$ cat src/hw/rtl/gfrc_pkg.sv
// Package for the geofence region classifier.
// Holds operation codes, controller states, the command and status words,
// and default sizes. No dependencies.
package gfrc_pkg;

   localparam int MAX_VERTICES_DEF = 64;
   localparam int MAX_POLYGONS_DEF = 8;

   localparam logic [1:0] OP_CLEAR = 2'd0;
   localparam logic [1:0] OP_LOAD  = 2'd1;
   localparam logic [1:0] OP_TEST  = 2'd2;

   typedef enum logic [2:0] {
      ST_IDLE,
      ST_CLEAR,
      ST_LOAD,
      ST_TEST_PRIME,
      ST_TEST_EDGE,
      ST_DRAIN,
      ST_FINISH
   } state_type;

   typedef struct packed {
      logic capture;   // latch request word, reset walk and flags
      logic clear;     // drop all polygons
      logic load;      // store one vertex
      logic prime;     // read closing vertex of current polygon
      logic step;      // read next edge vertex
      logic publish;   // move result into response register
   } cmd_type;

   typedef struct packed {
      logic more_polys;
      logic at_last;
      logic found;
      logic pipe_empty;
   } status_type;

endpackage

$ cat src/hw/rtl/gfrc_ctrl.sv
// Controller FSM for the geofence region classifier.
// Sequences clear, load and test walks and owns both handshakes.
// Depends on gfrc_pkg.
module gfrc_ctrl (
   input  logic                  clock,
   input  logic                  reset,
   input  logic                  req_valid,
   input  logic [1:0]            req_operation,
   output logic                  req_stall,
   output logic                  rsp_valid,
   input  logic                  rsp_stall,
   input  gfrc_pkg::status_type  status,
   output gfrc_pkg::cmd_type     cmd
);

   gfrc_pkg::state_type state_ff, state_in;
   logic rsp_valid_ff, rsp_valid_in;
   logic can_publish;

   assign can_publish = !(rsp_valid_ff && rsp_stall);

   always_comb begin
      state_in = state_ff;
      unique case (state_ff)
         gfrc_pkg::ST_IDLE: begin
            if (req_valid) begin
               unique case (req_operation)
                  gfrc_pkg::OP_CLEAR: state_in = gfrc_pkg::ST_CLEAR;
                  gfrc_pkg::OP_LOAD:  state_in = gfrc_pkg::ST_LOAD;
                  gfrc_pkg::OP_TEST:  state_in = gfrc_pkg::ST_TEST_PRIME;
                  default:            state_in = gfrc_pkg::ST_FINISH;
               endcase
            end
         end
         gfrc_pkg::ST_CLEAR: state_in = gfrc_pkg::ST_FINISH;
         gfrc_pkg::ST_LOAD:  state_in = gfrc_pkg::ST_FINISH;
         gfrc_pkg::ST_TEST_PRIME: begin
            if (status.more_polys && !status.found) state_in = gfrc_pkg::ST_TEST_EDGE;
            else                                   state_in = gfrc_pkg::ST_DRAIN;
         end
         gfrc_pkg::ST_TEST_EDGE: begin
            if (status.at_last) state_in = gfrc_pkg::ST_TEST_PRIME;
         end
         gfrc_pkg::ST_DRAIN: begin
            if (status.pipe_empty) state_in = gfrc_pkg::ST_FINISH;
         end
         gfrc_pkg::ST_FINISH: begin
            if (can_publish) state_in = gfrc_pkg::ST_IDLE;
         end
         default: state_in = gfrc_pkg::ST_IDLE;
      endcase
   end

   always_comb begin
      cmd = '0;
      unique case (state_ff)
         gfrc_pkg::ST_IDLE:       cmd.capture = req_valid;
         gfrc_pkg::ST_CLEAR:      cmd.clear   = 1'b1;
         gfrc_pkg::ST_LOAD:       cmd.load    = 1'b1;
         gfrc_pkg::ST_TEST_PRIME: cmd.prime   = status.more_polys && !status.found;
         gfrc_pkg::ST_TEST_EDGE:  cmd.step    = 1'b1;
         gfrc_pkg::ST_DRAIN:      cmd         = '0;
         gfrc_pkg::ST_FINISH:     cmd.publish = can_publish;
         default:                 cmd         = '0;
      endcase
   end

   always_comb begin
      rsp_valid_in = rsp_valid_ff;
      if (cmd.publish)              rsp_valid_in = 1'b1;
      else if (!rsp_stall)          rsp_valid_in = 1'b0;
   end

   always_ff @(posedge clock) begin
      if (reset) begin
         state_ff     <= gfrc_pkg::ST_IDLE;
         rsp_valid_ff <= 1'b0;
      end else begin
         state_ff     <= state_in;
         rsp_valid_ff <= rsp_valid_in;
      end
   end

   assign req_stall = (state_ff != gfrc_pkg::ST_IDLE);
   assign rsp_valid = rsp_valid_ff;

endmodule

$ cat config.mk
export PLATFORM = sky130hd
export DESIGN_NAME = gfrc_ctrl
export DESIGN_NICKNAME = d
export VERILOG_FILES = /design/src/hw/rtl/gfrc_pkg.sv /design/src/hw/rtl/gfrc_ctrl.sv
export SDC_FILE = /design/constraint.sdc
export NUM_CORES = 1
export LEC_CHECK = 0
export ABC_AREA = 0
export BUFFER_PORTS_ARGS = -buffer_cell sky130_fd_sc_hd__buf_4
export CAP_MARGIN = 5
export CORE_AREA = 3 3 40 42
export DETAILED_ROUTE_END_ITERATION = 8
export DIE_AREA = 0 0 43 45
export HOLD_SLACK_MARGIN = 0.12
export PLACE_DENSITY = 0.49
export SLEW_MARGIN = 25
export SYNTH_ARGS = -nofsm -noshare
export SYNTH_HDL_FRONTEND = slang
export SYNTH_SLANG_ARGS = --single-unit
$ cat constraint.sdc
create_clock -name clock -period 1.2 [get_ports clock]
set_input_delay 0.24 -clock clock [delete_from_list [all_inputs] [get_ports clock]]
set_output_delay 0.24 -clock clock [all_outputs]
set_load 0.01 [all_outputs]
==> impl_metrics.yaml, run 1 <==
outcome:
  outcome: "complete, but fails checks"
  violations: "setup timing"
placed_design:
  dpl.hpwl_um: 810
  place.gp.congestion: 0.689
  port_buffers: 17
  dp_slack_ps: -112
setup_path:
  worstReg2RegEnd: "state_ff[1]"
  crit_buf_inv: 2
  r2r_slack_ps: -210
  start_kind: "flip-flop"
  rr_worst_depth: 6
  crit_end: "cmd[0]"
  slowest_stage: "or3_4"
  cp.arrival_ps: 1250
  critPathLaunch: "state_ff[2]"
  path_depth: 4
  critPathTopFamily: "simple AND/OR/NAND/NOR gates"
  rr_startpoint: "state_ff[0]"
  crit_fanout: 5
  crit_path_cell_trace: "inv_2 -> or3_4 -> a21oi_2 -> buf_4"
  cp-end-kind: "output port"
  max_stage_delay_ps: 390
  worstPathRequired_ps: 960
  worstSetupPathType: "flip-flop to output port"
timing:
  fin_skew_ps: 3.01
  finalHoldViolCount: 0
  period_needed_ps: 1490
  maxSlewHeadroom: 0.821
  finalMaxSlewViolations: 0
  finalCritPeriodShare: 1.24
  tightest_slew_ps: 265
  finalWorstSetupSlack_ps: -286
  rsz0062_at_grt: "true"
  tns_ps: -1850
  max_freq_mhz: 673
  setup_violations: 10
detailed_routing:
  wirelength_mm: 1.19
  drc: 0
  routedWlPerCell_um: 13.1
  post_drt_via_cell_ratio: 4.92
  via_count: 448
  drt-initial-drc-count: 4
  ant_nets: 0
  first_pass_iters: 4
clock_tree:
  htree_levels: 1
  root_buffer: "clkbuf_4"
  cts_buffers: 3
  cts_tree: "yes"
  cts_hold_buffers: 0
  worstSkewPairLatency_ps: 230
  cts_max_path_buffers: 2
  path_clk_slew_ps: 30
  numClockSinks: 4
floorplanning:
  die_x_um: 43
  die_h_um: 45
  start_util: 0.272
  placementRows: 13
  die_area_sq_mm: 0.00194
  io_pins: 18
  coreArea_sq_mm: 0.00128
layout:
  diodes: 0
  layout_common_cells: "27 x buf_4, 8 x buf_6, 3 x nand2_1, 3 x clkbuf_4, 3 x dfxtp_4"
  fin_nets: 88
  area_growth_syn_to_layout_pct: 109
  final_common_cell: "buf_4"
  drive_above_1_share: 0.763
synth:
  synth_top_area_frac: 0.229
  ys_top_cells_by_area: "dfxtp_1 23%, o311ai_4 7.5%, or3_4 6.5%"
  syn_avg_cell_area_sq_um: 8.31
  ys_warn_count: 0
  synth_top_flop_cell: "dfxtp_1"
  synth_edf_count: 0
  netlist_instances: 42
  synth.distinct_cells: 26
  yosysSeqAreaShare: 0.229
  syn_area_sq_um: 349
  syn_nets: 52
  synth_top_area_cell: "dfxtp_1"
  async_reset_ff_frac: 0
  synth.ff_latch_count: 4
flow_run:
  maxCapViolations: 0
global_routing:
  grt_overflow_total: 0
  grt_max_degree: 7
  grt_pass1_wl_mm: 1.81
  track_usage: 0.127
  grt_pass1_vias: 435
  antenna_found_initial: 0
pwr:
  irDropWorstVdd_uv: 726
  powerDensity_mw_per_mm2: 1530
  p_leak_nw: 0.328
min_path:
  hold_path_class: "input pin to flip-flop"
worst reg2reg max path, delay by kind of cell (launching register included):
kind,cells,cell delay [ps]
and+or+nand+nor,1,280
DFF,1,360
AOI/OAI and AO/OA,2,210
buffers and inverters,3,440
area by class of cell:
class	count	area (sq um)
repair buffers	35	293
clock buffers	3	22.5
fillers	118	557
well taps	15	18.8
inverters	4	15.0
multi-input cells	30	288
flip-flops and latches	4	91.3
per-stage QoR:
stage	power [mW]	utilization	std cells	instance area (sq um)	hold WS [ps]
after floorplan	0.492	-	42	365	305
after global placement	0.717	0.435	81	559	438
after detailed placement	0.717	0.435	81	559	437
after CTS	1.05	0.539	91	693	189
after global routing	1.18	0.567	91	728	202
final	1.12	0.567	91	728	209
power breakdown:
part	total (mW)	internal, mW	switching [mW]	leakage, nW
sequential	0.219	0.172	0.0462	0.0348
clock	0.165	0.112	0.0531	0.0138
combinational	0.732	0.437	0.295	0.279
total	1.12	0.721	0.394	0.328
routing by layer:
layer,part of all wire,track usage,vias up,wire [um]
li1,-,-,223,-
met1,0.40,0.137,211,471
met2,0.54,0.228,14,648
met3,0.059,0.0518,0,70
met4,0,0.0361,0,0
met5,0,0,-,0
registers in the layout, indices dropped and copies added (netlist names):
signal,flops
rsp_valid,1
state_ff,3
Yosys cell counts, drive strengths merged, types with 2 or more instances:
| master | instances |
|---|---|
| or3 | 2 |
| buf | 4 |
| o21ai | 2 |
| nand2b | 2 |
| dfxtp | 4 |
| inv | 4 |
| a21oi | 3 |
| nor3 | 2 |
| nand2 | 3 |
| nor2b | 2 |
| nor2 | 2 |
worst min-delay path by stage:
stage               start  depth (start not counted)  slack, ps           to
finish              reset                          2        210  state_ff[2]
global route        reset                          2        200  state_ff[2]
CTS                 reset                          2        190    rsp_valid
detailed placement  reset                          2        440  state_ff[2]
global placement    reset                          2        440  state_ff[2]
floorplan           reset                          1        300  state_ff[2]
logic make-up (layout without fill, tap and decap cells):
family | Yosys count | count (layout) | share of synthesized area
buffers and inverters | 8 | 42 | 0.133
flip-flops | 4 | 4 | 0.229
AND/OR/NAND/NOR | 19 | 19 | 0.337
AO/OA/AOI/OAI | 11 | 11 | 0.301
timing repair:
item / in CTS / in global routing
pin swaps: 4 / 3
cloned: 0 / 0
setup endpoints to repair: 8 / 10
buffers inserted: 7 / 2
gates resized for setup: 17 / 8
Note: power is estimated with default switching activity, not from simulation.
==> run 2: changes to the inputs <==
- ABC_AREA: 0 -> 1
- PLACE_DENSITY: 0.49 -> 0.47
==> impl_metrics.yaml, run 2 <==
outcome:
  violations: "setup timing"
  outcome: "complete, but fails checks"
setup_path:
  cp-end-kind: "output port"
  cp.arrival_ps: 1080
  rr_startpoint: "state_ff[0]"
  rr_worst_depth: 8
  start_kind: "flip-flop"
  worstPathRequired_ps: 960
  worstReg2RegEnd: "state_ff[1]"
  worstSetupPathType: "flip-flop to output port"
  crit_fanout: 4
  r2r_slack_ps: 80
synth:
  yosysMostFrequentCell: "nand2_1"
  syn_area_sq_um: 320
  synth_common_cells: "16 x nand2_1, 9 x inv_1, 8 x nor2_1"
  syn_nets: 65
  synth_top_area_cell: "dfxtp_1"
  synth.distinct_cells: 17
  synth_top_flop_cell: "dfxtp_1"
  synth.ff_latch_count: 4
  async_reset_ff_frac: 0
  ys_top_cells_by_area: "dfxtp_1 25%, nand2_1 19%, inv_1 11%"
  synth_top_area_frac: 0.250
  netlist_instances: 55
  yosysSeqAreaShare: 0.250
  syn_avg_cell_area_sq_um: 5.82
  synth_edf_count: 0
  ys_warn_count: 0
timing:
  fin_skew_ps: 1.77
  finalHoldViolCount: 0
  tightest_slew_ps: 193
  setup_violations: 7
  rsz0062_at_grt: "true"
  finalCritPeriodShare: 1.10
  period_needed_ps: 1320
  finalMaxSlewViolations: 0
  maxSlewHeadroom: 0.870
  max_freq_mhz: 756
  finalWorstSetupSlack_ps: -123
min_path:
  min_from: "reset"
  min_path_cells: 2
  hold_path_class: "input pin to flip-flop"
  min_to: "state_ff[0]"
floorplanning:
  die_area_sq_mm: 0.00194
  start_util: 0.249
  die_x_um: 43
  die_h_um: 45
  io_pins: 18
  placementRows: 13
  coreArea_sq_mm: 0.00128
pwr:
  pwr-share-comb: 0.708
  power_mw: 1.56
  intPower_mw: 0.855
  powerDensity_mw_per_mm2: 2530
  switching_share: 0.453
  irDropWorstVdd_uv: 1130
  p_leak_nw: 0.324
  pwr-share-clk: 0.105
  p_sw_mw: 0.709
  seqPwrFrac: 0.186
layout:
  largest_register_ffs: 3
  nFillCells: 143
  drive_above_1_share: 0.588
  diodes: 0
  layout_common_cells: "21 x buf_4, 14 x nand2_1, 6 x inv_1, 5 x nor2_2, 5 x a21oi_1"
  fin_util: 0.481
  area_growth_syn_to_layout_pct: 93.0
  fin_cells: 95
  fin_nets: 92
  final_common_cell: "buf_4"
  regMostFlops: "state_ff"
clock_tree:
  root_buffer: "clkbuf_4"
  path_clk_slew_ps: 40
  cts_hold_buffers: 0
  worstSkewPairLatency_ps: 230
  htree_levels: 1
  cts_max_path_buffers: 2
  numClockSinks: 4
  cts_tree: "yes"
  cts_buffers: 3
detailed_routing:
  post_drt_via_cell_ratio: 4.28
  routedWlPerCell_um: 11.3
  ant_nets: 0
  drc: 0
  via_count: 407
  wirelength_mm: 1.08
  drt-initial-drc-count: 0
  first_pass_iters: 1
global_routing:
  grt_overflow_total: 0
  track_usage: 0.112
  antenna_found_initial: 0
  grt_max_degree: 7
  grt_pass1_wl_mm: 1.58
  grt_pass1_vias: 415
placed_design:
  dp_cells: 89
  port_buffers: 17
  place.gp.congestion: 0.725
  dp_slack_ps: 39.7
  dpl.hpwl_um: 752
flow_run:
  maxCapViolations: 0
-- run 2: cell types whose count changed after synthesis, sizes merged, moves of 2 or more --
cell	before	now
nor2	2	9
nor2b	2	0
or3	2	0
buf	4	2
a21oi	3	5
nand2b	2	0
o21ai	2	0
nand2	3	16
inv	4	10
-- run 2: per-layer routing --
metal	vias up	global-route usage	wire length, um
met5	-	0	0
li1	222	-	-
met4	0	0.0904	0
met2	10	0.189	608
met3	0	0.0239	44
met1	175	0.123	425
-- run 2: power by group through the flow --
| stage | combinational [mW] | sequential (mW) | clock, mW |
|---|---|---|---|
| after floorplan | 0.481 | 0.228 | 0 |
| after CTS | 0.961 | 0.263 | 0.178 |
| after global placement | 0.832 | 0.238 | 0 |
| after detailed placement | 0.821 | 0.237 | 0 |
| after global routing | 1.20 | 0.301 | 0.181 |
| final | 1.11 | 0.292 | 0.165 |
-- run 2: worst max-delay path by stage --
stage	startpoint	to	slack, ps	cells past startpoint
2_1_floorplan	state_ff[1]	cmd[2]	60	2
3_3_place_gp	state_ff[0]	cmd[5]	30	6
3_5_place_dp	state_ff[0]	cmd[5]	40	6
4_1_cts	state_ff[1]	cmd[5]	-150	6
5_1_grt	state_ff[2]	cmd[2]	-160	3
6_report	state_ff[2]	cmd[2]	-120	3
-- run 2: worst max-delay path, cell delays in order (launching register included) --
cell and delay [ps]:
dfxtp_4 350, buf_12 130, nor4_4 200, buf_4 160
-- run 2: logic make-up (layout without fill, tap and decap cells) --
| logic type | Yosys count | count (layout) | synth area share |
|---|---|---|---|
| and+or+nand+nor | 33 | 33 | 0.461 |
| AOI/OAI and AO/OA | 6 | 6 | 0.105 |
| DFF | 4 | 4 | 0.250 |
| buffers and inverters | 12 | 37 | 0.184 |
-- run 2: timing repair --
action,4_1_cts,5_1_grt
pin swaps,4,3
cloned,0,0
gates resized for setup,13,14
endpoints found under the setup margin,7,10
setup buffers,3,0
-- run 2: area by class of cell --
cell class | count | area, sq um | area share
Timing Repair Buffer | 24 | 200 | 0.324
Clock buffer | 3 | 22.5 | 0.0364
Multi-Input combinational cell | 39 | 240 | 0.389
Sequential cell | 4 | 91.3 | 0.148
Tap cell | 15 | 18.8 | 0.0304
Inverter | 10 | 45.0 | 0.0729
-- run 2: stage by stage --
| stage | cell area [sq um] | setup TNS, ps | hold WS, ps |
|---|---|---|---|
| global route | 618 | -983 | 180 |
| finish | 618 | -594 | 185 |
| CTS | 568 | -634 | 172 |
| global placement | 490 | 0 | 434 |
| floorplan | 320 | 0 | 309 |
| detailed placement | 490 | 0 | 432 |
==> run 3: changes to the inputs <==
==> constraint.sdc (replaced) <==
create_clock -name clock -period 1.2 [get_ports clock]
set_input_delay 0.12 -clock clock [delete_from_list [all_inputs] [get_ports clock]]
set_output_delay 0.12 -clock clock [all_outputs]
set_load 0.01 [all_outputs]
==> impl_metrics.yaml, run 3 (synthesized netlist as in run 2, its figures left out) <==
layout:
  largest_register_ffs: 3
  layout_common_cells: "23 x buf_4, 13 x nand2_1, 5 x inv_1, 4 x nor2_2, 4 x a21oi_1"
  diodes: 0
  fin_nets: 93
  area_growth_syn_to_layout_pct: 87.5
  final_common_cell: "buf_4"
  nFillCells: 140
  regMostFlops: "state_ff"
  drive_above_1_share: 0.593
global_routing:
  grt_max_degree: 7
  grt_pass1_wl_mm: 1.72
  antenna_found_initial: 0
  grt_pass1_vias: 434
  track_usage: 0.117
  grt_overflow_total: 0
placed_design:
  place.gp.congestion: 0.759
  port_buffers: 17
  dp_slack_ps: 70.9
  dpl.hpwl_um: 726
min_path:
  min_to: "state_ff[0]"
  min_from: "status[0]"
  min_path_cells: 4
  hold_path_class: "input pin to flip-flop"
timing:
  finalCritPeriodShare: 1.07
  setup_violations: 2
  rsz0062_at_grt: "true"
  finalWorstSetupSlack_ps: -85.3
  fin_skew_ps: 1.03
  tightest_slew_ps: 236
  finalHoldViolCount: 0
  tns_ps: -111
  maxSlewHeadroom: 0.842
  finalMaxSlewViolations: 0
  max_freq_mhz: 778
  period_needed_ps: 1290
flow_run:
  maxCapViolations: 0
clock_tree:
  htree_levels: 1
  root_buffer: "clkbuf_4"
  cts_max_path_buffers: 2
  numClockSinks: 4
  worstSkewPairLatency_ps: 230
  cts_buffers: 3
  path_clk_slew_ps: 40
  cts_tree: "yes"
setup_path:
  cp.arrival_ps: 1170
  worstPathRequired_ps: 1080
  start_kind: "flip-flop"
  cp-end-kind: "output port"
  worstSetupPathType: "flip-flop to output port"
  crit_fanout: 4
  rr_startpoint: "state_ff[2]"
  r2r_slack_ps: -30
  worstReg2RegEnd: "state_ff[1]"
  rr_worst_depth: 8
detailed_routing:
  wirelength_mm: 1.05
  post_drt_via_cell_ratio: 4.38
  routedWlPerCell_um: 11.0
  drt-initial-drc-count: 4
  drc: 0
  first_pass_iters: 2
  ant_nets: 0
  via_count: 420
floorplanning:
  start_util: 0.249
  die_h_um: 45
  placementRows: 13
  die_x_um: 43
  die_area_sq_mm: 0.00194
  coreArea_sq_mm: 0.00128
  io_pins: 18
pwr:
  p_leak_nw: 0.319
  irDropWorstVdd_uv: 967
  powerDensity_mw_per_mm2: 2550
outcome:
  violations: "setup timing"
  outcome: "complete, but fails checks"
[run 3: cell count changes in the layout (fill, tap and decap cells not counted), sizes merged]
cell / before / now
dlygate4sd3: 0 / 1
[run 3: worst max-delay path, stage by stage, from the launching register on]
cell and delay (ps):
dfxtp_4 380, inv_4 60, buf_4 130, nor3_1 190
buf_4 170
[run 3: stage by stage]
| stage | cell area, sq um | hold WS (ps) | cells | power (mW) | utilization |
|---|---|---|---|---|---|
| 5_1_grt | 601 | 190 | 96 | 1.65 | 0.467 |
| 3_3_place_gp | 463 | 309 | 87 | 0.982 | 0.360 |
| 6_report | 601 | 163 | 96 | 1.53 | 0.467 |
| 4_1_cts | 557 | 172 | 95 | 1.38 | 0.433 |
| 3_5_place_dp | 463 | 311 | 87 | 0.964 | 0.360 |
| 2_1_floorplan | 320 | 189 | 55 | 0.710 | - |
[run 3: area by class of cell]
class | count | area [sq um] | area share
Multi-Input combinational cell | 39 | 226 | 0.377
Clock buffer | 3 | 22.5 | 0.0375
Inverter | 10 | 47.5 | 0.0792
Timing Repair Buffer | 25 | 194 | 0.323
Sequential cell | 4 | 91.3 | 0.152
Tap cell | 15 | 18.8 | 0.0313
[run 3: timing repair]
action | in CTS | in global routing
endpoints found under the setup margin | 5 | 10
hold endpoints to repair | 3 | 0
buffers inserted | 4 | 1
cloned | 0 | 0
hold buffers | 1 | 0
gates resized for setup | 14 | 13
pin swaps | 2 | 3
[run 3: worst max path at each step]
stage	from	slack, ps	endpoint
finish	state_ff[0]	-90	cmd[4]
global route	state_ff[0]	-120	cmd[4]
CTS	state_ff[0]	-20	cmd[2]
detailed placement	state_ff[2]	70	state_ff[1]
global placement	state_ff[1]	60	state_ff[1]
floorplan	state_ff[1]	180	cmd[2]
[run 3: report_power, final]
group / internal (mW) / switching, mW / total (mW)
combinational: 0.519 / 0.528 / 1.05
clock: 0.112 / 0.0541 / 0.166
sequential: 0.212 / 0.104 / 0.316
total: 0.843 / 0.687 / 1.53
[run 3: layer usage]
| metal | vias to the layer above | routed length, um | share of wire | global-route usage |
|---|---|---|---|---|
| li1 | 225 | - | - | - |
| met3 | 0 | 42 | 0.040 | 0.0279 |
| met4 | 0 | 0 | 0 | 0.0542 |
| met1 | 185 | 435 | 0.41 | 0.141 |
| met5 | - | 0 | 0 | 0 |
| met2 | 10 | 575 | 0.55 | 0.198 |
